## src/lnedge_pkg.sv

```systemverilog
// Shared constants and word types for the lane edge tracker.
package lnedge_pkg;

  localparam int COLS    = 64;
  localparam int ROWS    = 60;
  localparam int EDGE_W  = 7;
  localparam int IDX_W   = 6;
  localparam int SUM_W   = 12;
  localparam int OFS_W   = 8;
  localparam int ZEBRA_W = 7;
  localparam int MARGIN_W = 4;
  localparam int CFG_W   = 7;

  localparam int THIRD      = ROWS / 3;
  localparam int NEAR_COUNT = ROWS - 2 * THIRD;

  localparam logic [ZEBRA_W-1:0]  ZEBRA_RESET  = ZEBRA_W'(30);
  localparam logic [MARGIN_W-1:0] MARGIN_RESET = MARGIN_W'(5);

  localparam logic KIND_ROW     = 1'b0;
  localparam logic KIND_SUMMARY = 1'b1;

  typedef enum logic [0:0] {
    CFG_ZEBRA_MIN_WIDTH = 1'b0,
    CFG_SEARCH_MARGIN   = 1'b1
  } cfg_idx_t;

  typedef struct packed {
    logic [COLS-1:0] row_pixels;
    logic            frame_start;
  } in_word_t;

  typedef struct packed {
    logic                    kind;
    logic [EDGE_W-1:0]       left_edge;
    logic [EDGE_W-1:0]       right_edge;
    logic signed [OFS_W-1:0] offset_far;
    logic signed [OFS_W-1:0] offset_mid;
    logic signed [OFS_W-1:0] offset_near;
    logic                    stop_request;
    logic                    camera_valid;
    logic                    last_of_run;
  } out_word_t;

endpackage

```

## src/lane_edge_tracker.sv

```systemverilog
// Lane edge tracker: per-row edge search, frame flags and third averages.
//
//   channel   direction  handshake           word
//   in_       input      in_valid/in_stall   in_word_t  (one image row)
//   out_      output     out_valid/out_stall out_word_t (row result or summary)
//   cfg_      input      cfg_we              cfg_idx selects, cfg_wdata carries
//
// One row per cycle while the queue has room and no summary waits: a row is held in
// the input register, and its result is written to a four-word result queue and shows
// at out_ from there. The last row of a frame also queues a summary; the queue takes
// one word a cycle, so the row after it waits in the input register for the summary.
// Reset is synchronous; it clears the queue, the frame state and reloads the
// registers. A stalled output only holds the queue; rows keep coming until full.
module lane_edge_tracker (
  input  logic                  clk,
  input  logic                  rst_n,
  input  logic                  in_valid,
  output logic                  in_stall,
  input  lnedge_pkg::in_word_t  in_data,
  output logic                  out_valid,
  input  logic                  out_stall,
  output lnedge_pkg::out_word_t out_data,
  input  logic                  cfg_we,
  input  lnedge_pkg::cfg_idx_t  cfg_idx,
  input  logic [lnedge_pkg::CFG_W-1:0] cfg_wdata
);
  import lnedge_pkg::*;

  localparam int FIFO_DEPTH = 4;
  localparam int PTR_W      = $clog2(FIFO_DEPTH);
  localparam int CNT_W      = PTR_W + 1;
  localparam int START_W    = EDGE_W + 1;
  localparam int DIV_SH     = SUM_W + $clog2(ROWS);
  localparam int RCP_W      = DIV_SH + 1;
  localparam int PROD_W     = SUM_W + RCP_W;
  localparam logic [RCP_W-1:0] RCP_THIRD = RCP_W'(((2 ** DIV_SH) + THIRD - 1) / THIRD);
  localparam logic [RCP_W-1:0] RCP_NEAR  =
    RCP_W'(((2 ** DIV_SH) + NEAR_COUNT - 1) / NEAR_COUNT);
  localparam logic [EDGE_W-1:0] CENTRE   = EDGE_W'(COLS / 2);
  localparam logic [IDX_W-1:0]  FAR_FROM = IDX_W'(ROWS - THIRD);
  localparam logic [IDX_W-1:0]  MID_FROM = IDX_W'(ROWS - 2 * THIRD);
  localparam logic [IDX_W-1:0]  LAST_ROW = IDX_W'(ROWS - 1);

  // highest column at or below start whose pixel pair is black
  function automatic logic [EDGE_W-1:0] seek_left(logic [COLS-1:0] pairs,
                                                  logic [START_W-1:0] start);
    logic [EDGE_W-1:0] hit;
    hit = '0;
    for (int j = 1; j < COLS; j++) begin
      if (pairs[j] && (START_W'(j) <= start)) hit = EDGE_W'(j);
    end
    return hit;
  endfunction

  // lowest column at or above start whose pixel pair is black
  function automatic logic [EDGE_W-1:0] seek_right(logic [COLS-1:0] pairs,
                                                   logic [START_W-1:0] start);
    logic [EDGE_W-1:0] hit;
    hit = EDGE_W'(COLS);
    for (int j = COLS - 1; j >= 1; j--) begin
      if (pairs[j] && (START_W'(j) >= start)) hit = EDGE_W'(j);
    end
    return hit;
  endfunction

  // signed mean, truncated toward zero, by reciprocal multiply on the magnitude
  function automatic logic signed [OFS_W-1:0] mean_of(logic signed [SUM_W-1:0] s,
                                                      logic [RCP_W-1:0] rcp);
    logic [SUM_W-1:0]  mag;
    logic [PROD_W-1:0] prod;
    logic [OFS_W-1:0]  q;
    mag  = s[SUM_W-1] ? SUM_W'(-s) : SUM_W'(s);
    prod = PROD_W'(mag) * PROD_W'(rcp);
    q    = OFS_W'(prod >> DIV_SH);
    return s[SUM_W-1] ? $signed(-q) : $signed(q);
  endfunction

  // configuration
  logic [ZEBRA_W-1:0]  zebra_min_r;
  logic [MARGIN_W-1:0] margin_r;

  // input register
  logic            s1_vld_r;
  logic            s1_vld_nxt;
  logic [COLS-1:0] s1_row_r;
  logic            s1_start_r;

  // frame state
  logic [EDGE_W-1:0]       prev_left_r,  prev_left_nxt;
  logic [EDGE_W-1:0]       prev_right_r, prev_right_nxt;
  logic [IDX_W-1:0]        row_idx_r,    row_idx_nxt;
  logic signed [SUM_W-1:0] sum_far_r,    sum_far_nxt;
  logic signed [SUM_W-1:0] sum_mid_r,    sum_mid_nxt;
  logic signed [SUM_W-1:0] sum_near_r,   sum_near_nxt;
  logic                    halted_r,     halted_nxt;
  logic                    stop_seen_r,  stop_seen_nxt;
  logic                    cam_ok_r,     cam_ok_nxt;
  logic                    sum_pend_r,   sum_pend_nxt;

  // result queue
  out_word_t          fifo_mem_r [FIFO_DEPTH];
  logic [PTR_W-1:0]   wr_ptr_r, rd_ptr_r;
  logic [CNT_W-1:0]   cnt_r;
  logic               can_push, push, pop;
  out_word_t          push_word;

  logic                    in_fire, s1_adv, s1_fire, row_live, first, last;
  logic [COLS-1:0]         pairs;
  logic [START_W-1:0]      left_start, right_start;
  logic [EDGE_W-1:0]       l_seek, r_seek, l_edge, r_edge, gap;
  logic                    zebra, centre;
  logic [IDX_W-1:0]        k;
  logic signed [SUM_W-1:0] term;
  out_word_t               row_word, sum_word;

  assign can_push  = (cnt_r != CNT_W'(FIFO_DEPTH));
  assign s1_adv    = can_push && !sum_pend_r;
  assign s1_fire   = s1_vld_r && s1_adv;
  assign in_stall  = s1_vld_r && !s1_adv;
  assign in_fire   = in_valid && !in_stall;
  assign s1_vld_nxt = in_fire || (s1_vld_r && !s1_adv);

  assign out_valid = (cnt_r != '0);
  assign out_data  = fifo_mem_r[rd_ptr_r];
  assign pop       = out_valid && !out_stall;

  // row search and frame bookkeeping
  always_comb begin
    first    = s1_start_r;
    row_live = s1_fire && (s1_start_r || (row_idx_r != '0));
    k        = first ? '0 : row_idx_r;
    last     = (k == LAST_ROW);

    pairs = ~s1_row_r & ~(s1_row_r << 1);

    left_start  = first ? START_W'(CENTRE) : START_W'(prev_left_r) + START_W'(margin_r);
    if (first) begin
      right_start = START_W'(CENTRE);
    end else if (prev_right_r > EDGE_W'(margin_r)) begin
      right_start = START_W'(prev_right_r - EDGE_W'(margin_r));
    end else begin
      right_start = START_W'(1);
    end

    l_seek = seek_left(pairs, left_start);
    r_seek = seek_right(pairs, right_start);

    // halted rows repeat the previous edges
    l_edge = (!first && halted_r) ? prev_left_r  : l_seek;
    r_edge = (!first && halted_r) ? prev_right_r : r_seek;

    gap    = r_edge - l_edge;
    zebra  = first && (gap < zebra_min_r);
    centre = first && !zebra && (l_edge == CENTRE) && (r_edge == CENTRE);

    term = $signed(SUM_W'(l_edge) + SUM_W'(r_edge) - SUM_W'(COLS));

    prev_left_nxt  = prev_left_r;
    prev_right_nxt = prev_right_r;
    row_idx_nxt    = row_idx_r;
    sum_far_nxt    = sum_far_r;
    sum_mid_nxt    = sum_mid_r;
    sum_near_nxt   = sum_near_r;
    halted_nxt     = halted_r;
    stop_seen_nxt  = stop_seen_r;
    cam_ok_nxt     = cam_ok_r;
    sum_pend_nxt   = sum_pend_r;

    if (row_live) begin
      // a frame start drops whatever frame was open
      if (first) begin
        sum_far_nxt  = '0;
        sum_mid_nxt  = '0;
        sum_near_nxt = '0;
      end
      halted_nxt    = (first ? 1'b0 : halted_r) || zebra || centre;
      stop_seen_nxt = (first ? 1'b0 : stop_seen_r) || zebra;
      cam_ok_nxt    = (first ? 1'b1 : cam_ok_r) && !centre;
      prev_left_nxt  = l_edge;
      prev_right_nxt = r_edge;
      if (k >= FAR_FROM) begin
        sum_far_nxt = sum_far_nxt + term;
      end else if (k >= MID_FROM) begin
        sum_mid_nxt = sum_mid_nxt + term;
      end else begin
        sum_near_nxt = sum_near_nxt + term;
      end
      row_idx_nxt  = last ? '0 : k + IDX_W'(1);
      sum_pend_nxt = last;
    end else if (sum_pend_r && can_push) begin
      sum_pend_nxt = 1'b0;
    end
  end

  always_comb begin
    row_word              = '0;
    row_word.kind         = KIND_ROW;
    row_word.left_edge    = l_edge;
    row_word.right_edge   = r_edge;
    row_word.stop_request = stop_seen_nxt;
    row_word.camera_valid = cam_ok_nxt;
    row_word.last_of_run  = !last;

    sum_word              = '0;
    sum_word.kind         = KIND_SUMMARY;
    sum_word.offset_far   = mean_of(sum_far_r, RCP_THIRD);
    sum_word.offset_mid   = mean_of(sum_mid_r, RCP_THIRD);
    sum_word.offset_near  = mean_of(sum_near_r, RCP_NEAR);
    sum_word.stop_request = stop_seen_r;
    sum_word.camera_valid = cam_ok_r;
    sum_word.last_of_run  = 1'b1;

    push      = row_live || (sum_pend_r && can_push);
    push_word = row_live ? row_word : sum_word;
  end

  always_ff @(posedge clk) begin
    if (!rst_n) begin
      zebra_min_r  <= ZEBRA_RESET;
      margin_r     <= MARGIN_RESET;
      s1_vld_r     <= 1'b0;
      prev_left_r  <= '0;
      prev_right_r <= '0;
      row_idx_r    <= '0;
      sum_far_r    <= '0;
      sum_mid_r    <= '0;
      sum_near_r   <= '0;
      halted_r     <= 1'b0;
      stop_seen_r  <= 1'b0;
      cam_ok_r     <= 1'b1;
      sum_pend_r   <= 1'b0;
      wr_ptr_r     <= '0;
      rd_ptr_r     <= '0;
      cnt_r        <= '0;
    end else begin
      if (cfg_we) begin
        case (cfg_idx)
          CFG_ZEBRA_MIN_WIDTH: zebra_min_r <= cfg_wdata[ZEBRA_W-1:0];
          CFG_SEARCH_MARGIN:   margin_r    <= cfg_wdata[MARGIN_W-1:0];
          default: ;
        endcase
      end
      s1_vld_r     <= s1_vld_nxt;
      prev_left_r  <= prev_left_nxt;
      prev_right_r <= prev_right_nxt;
      row_idx_r    <= row_idx_nxt;
      sum_far_r    <= sum_far_nxt;
      sum_mid_r    <= sum_mid_nxt;
      sum_near_r   <= sum_near_nxt;
      halted_r     <= halted_nxt;
      stop_seen_r  <= stop_seen_nxt;
      cam_ok_r     <= cam_ok_nxt;
      sum_pend_r   <= sum_pend_nxt;
      if (push) wr_ptr_r <= wr_ptr_r + PTR_W'(1);
      if (pop)  rd_ptr_r <= rd_ptr_r + PTR_W'(1);
      cnt_r <= cnt_r + CNT_W'(push) - CNT_W'(pop);
    end
  end

  // payload registers: no reset
  always_ff @(posedge clk) begin
    if (in_fire) begin
      s1_row_r   <= in_data.row_pixels;
      s1_start_r <= in_data.frame_start;
    end
    if (push) fifo_mem_r[wr_ptr_r] <= push_word;
  end

  a_queue_bound: assert property (@(posedge clk) disable iff (!rst_n)
    cnt_r <= CNT_W'(FIFO_DEPTH))
    else $error("result queue count beyond depth");

  a_pend_closes_frame: assert property (@(posedge clk) disable iff (!rst_n)
    sum_pend_r |-> (row_idx_r == '0))
    else $error("summary pending while a frame is still open");

  a_pend_blocks_row: assert property (@(posedge clk) disable iff (!rst_n)
    sum_pend_r |-> !s1_fire)
    else $error("row processed ahead of a pending summary");

  a_halt_has_cause: assert property (@(posedge clk) disable iff (!rst_n)
    halted_r |-> (stop_seen_r || !cam_ok_r))
    else $error("tracking halted without stop or camera fault");

  a_stop_skips_centre: assert property (@(posedge clk) disable iff (!rst_n)
    stop_seen_r |-> cam_ok_r)
    else $error("centre check applied after a stop request");

  a_last_row_pends: assert property (@(posedge clk) disable iff (!rst_n)
    (row_live && last) |=> sum_pend_r)
    else $error("last row of a frame did not queue a summary");

endmodule

```

## config.mk

```make
export PLATFORM = sky130hd
export DESIGN_NAME = lane_edge_tracker
export DESIGN_NICKNAME = d
export VERILOG_FILES = /design/src/lnedge_pkg.sv /design/src/lane_edge_tracker.sv
export SDC_FILE = /design/constraint.sdc
export NUM_CORES = 1
export LEC_CHECK = 0
export ABC_AREA = 1
export BUFFER_PORTS_ARGS = -buffer_cell sky130_fd_sc_hd__clkbuf_2
export CORE_ASPECT_RATIO = 0.8
export CORE_MARGIN = 5
export CORE_UTILIZATION = 40
export DETAILED_ROUTE_END_ITERATION = 8
export MAX_ROUTING_LAYER = met4
export PLACE_DENSITY = 0.52
export SLEW_MARGIN = 15
export SYNTH_ARGS = -nofsm -noshare
export SYNTH_HDL_FRONTEND = slang
export SYNTH_SLANG_ARGS = --single-unit
```

## constraint.sdc

```tcl
create_clock -name clk -period 23.5 [get_ports clk]
set_input_delay 1.175 -clock clk [delete_from_list [all_inputs] [get_ports clk]]
set_output_delay 1.175 -clock clk [all_outputs]
set_load 0.005 [all_outputs]
```

==> run metrics <==
post_cts resized=0; Die Y=235.1 um; worst-case clock buffer depth=3; Fmax=0.1002 GHz; Final WS setup=13.52 ns; Clock Sinks=314; Final TNS setup=0 ns; initial antenna violation count=2; post-route clock period utilization=0.4249; outcome=completed; peak supply drop=0.05682 mV; Hold Buf Count CTS=0; Crit path top cell by count=nand2_1; row count=82; unrepaired setup endpoints after global routing=false; Core Footprint=62,690 sq um; most frequent cells in the layout=423 x inv_1, 404 x nand2_1, 351 x nor2_1; Worst Setup End Kind=register; Syn Inst Count=2,911; share of cells above drive strength 1=0.08093; synth-to-layout area growth=11.26%; starting DRC count in detailed routing=1,633; dpl cell area=26,930 sq um; most common cell after layout, fill and taps aside=inv_1; H-tree lvl count=2; TritonCTS Buffers=37; crit-path max FO=15; I/O Buffers=121; Req. time, crit path=23.93 ns; minimum clock period=9.984 ns; Synth async-reset ratio=0; yosys synthesis warning count=0; worst min-delay path class=register to register; post-synth cell types=56; Clock transition at path regs=0.07 ns; startpoint types=register; drt wl/cell=19.20 um; grt ovf=0; largest net degree at the start of global routing=86; Placer Congestion=0.9683; maxcap violations=0; Initial Util=0.4043; Top Ports=122; CP bufs+invs=7; Synth Register Bits=314; Final setup viols=0; slowest stage cell, crit path=o21ai_0; All-Layer GR Usage=0.2195; dpl ws=13.64 ns; fin area=28,200 sq um; Pre-antenna DRT Iters=6; Synth Flop Type=edfxtp_1; Post-CTS Setup Repair Bufs=0; mean post-synth cell area=8.706 sq um; relative slew slack=0.3055; CTS tree=done; number of global-route vias before repair=20.17k; mapped cell area=25,340 sq um; Final Hold Viols=0; Leak=14.09 nW; Worst-Margin Slew=1.031 ns; max-slew violation count=0; Core Util, Final=0.4498; final net count=3,557; worst skew pair latency=0.57 ns; Via density=5.308; DP HPWL=57,910 um; root buffer cell=clkbuf_16; drt total wl=74,770 um; die width=291.4 um; WP data arrival=10.41 ns; Crit Path Class=register to register; Post-synth EDFFs=233; Critical Path Max Stage Delay=0.80 ns; global-route wire length before repair=116,400 um; PwrDens=109.7 nW/um^2; Total Die Area=68,520 sq um; Remaining DRCs=0; remaining antenna violation count=0; Synthesized Nets=3,445; fill count=6,148; Max Clock Skew=0.02918 ns; CP delay by family, top=compound AO/OA/AOI/OAI gates; register area share after synthesis=0.3401; vias=20.67k
-- cell families after synthesis --
kind of cell | share of synthesized area
flip-flops | 0.3401
adder cells (fa/ha/maj) | 0.2613
AND/OR/NAND/NOR | 0.1585
AO/OA/AOI/OAI | 0.1322
buffers and inverters | 0.07648
XOR/XNOR | 0.03145
-- stage by stage --
stage                     hold slack (ns)  instances  total power (W)
final                              0.4569       3894         0.003093
after global routing               0.4796       3893         0.003411
after CTS                          0.4609       3892         0.003124
after detailed placement           0.4516       3824         0.002489
after global placement             0.4518       3824         0.002465
after floorplan                    0.4303       2911         0.001965
-- synthesized netlist by cell type (15+ instances only) --
master,n,area share
dfxtp_1,81,0.064
a31oi_1,15,0.0037
a21oi_1,178,0.035
o22ai_1,46,0.011
nand2_1,404,0.060
o21ai_0,193,0.038
inv_1,426,0.063
fa_1,122,0.096
nand3_1,89,0.018
a21o_1,15,0.0044
nor3_1,45,0.0089
o2111ai_1,21,0.0073
clkbuf_1,63,0.0093
nor4_1,19,0.0047
o211ai_1,49,0.015
xor2_1,70,0.024
ha_1,334,0.16
nor2_1,357,0.053
xnor2_1,21,0.0073
edfxtp_1,233,0.28
-- report_power, final --
group | total [W] | internal, W | leakage, nW | switching [W]
Clock | 0.000601 | 0.000356 | 0.609 | 0.000245
Combinational | 0.00178 | 0.000631 | 10.6 | 0.00115
Sequential | 0.000710 | 0.000681 | 2.84 | 0.0000296
-- worst paths after layout --
path                                  endpoint             from  cells after the start  slack (ns)
worst min register to register     stop_seen_r      stop_seen_r                      2        0.46
worst max register to register  sum_near_r[11]  prev_right_r[0]                     74       13.52
worst max-delay path            sum_near_r[11]  prev_right_r[0]                     74       13.52
worst min-delay path               stop_seen_r      stop_seen_r                      2        0.46
-- metal layers --
metal,track usage,wire [um]
met1,0.3319,37470
met2,0.3071,30490
met3,0.04735,5630
met4,0.03599,1182
met5,-,0
-- sequential cells by signal, summed over array words and instances, names as in the netlist, 2 cells and up, named ones only --
name and cells:
prev_right_r 7, wr_ptr_r 2, margin_r 4, prev_left_r 7, sum_mid_r 12, cnt_r 3
row_idx_r 6, s1_row_r 64, fifo_mem_r 168, sum_far_r 12, zebra_min_r 7, sum_near_r 12
rd_ptr_r 2
-- worst min-delay path: cells and delay by family, from the launching register on --
| kind | cells | cell delay (ns) |
|---|---|---|
| DFF | 1 | 0.29 |
| buffers and inverters | 1 | 0.06 |
| AOI/OAI and AO/OA | 1 | 0.06 |
-- final cells by class --
cell class                 instances  area [sq um]  share of cell area
multi-input combinational       2087         14830              0.5258
sequential                       314          8620              0.3057
inverter                         437          1640             0.05818
timing repair buffer             146         793.3             0.02813
tap                              840          1051             0.03728
clock inverter                    19         270.3            0.009585
clock buffer                      49         991.0             0.03515
antenna                            2         5.005           0.0001775
No activity file was read; power rests on OpenSTA's default activity.
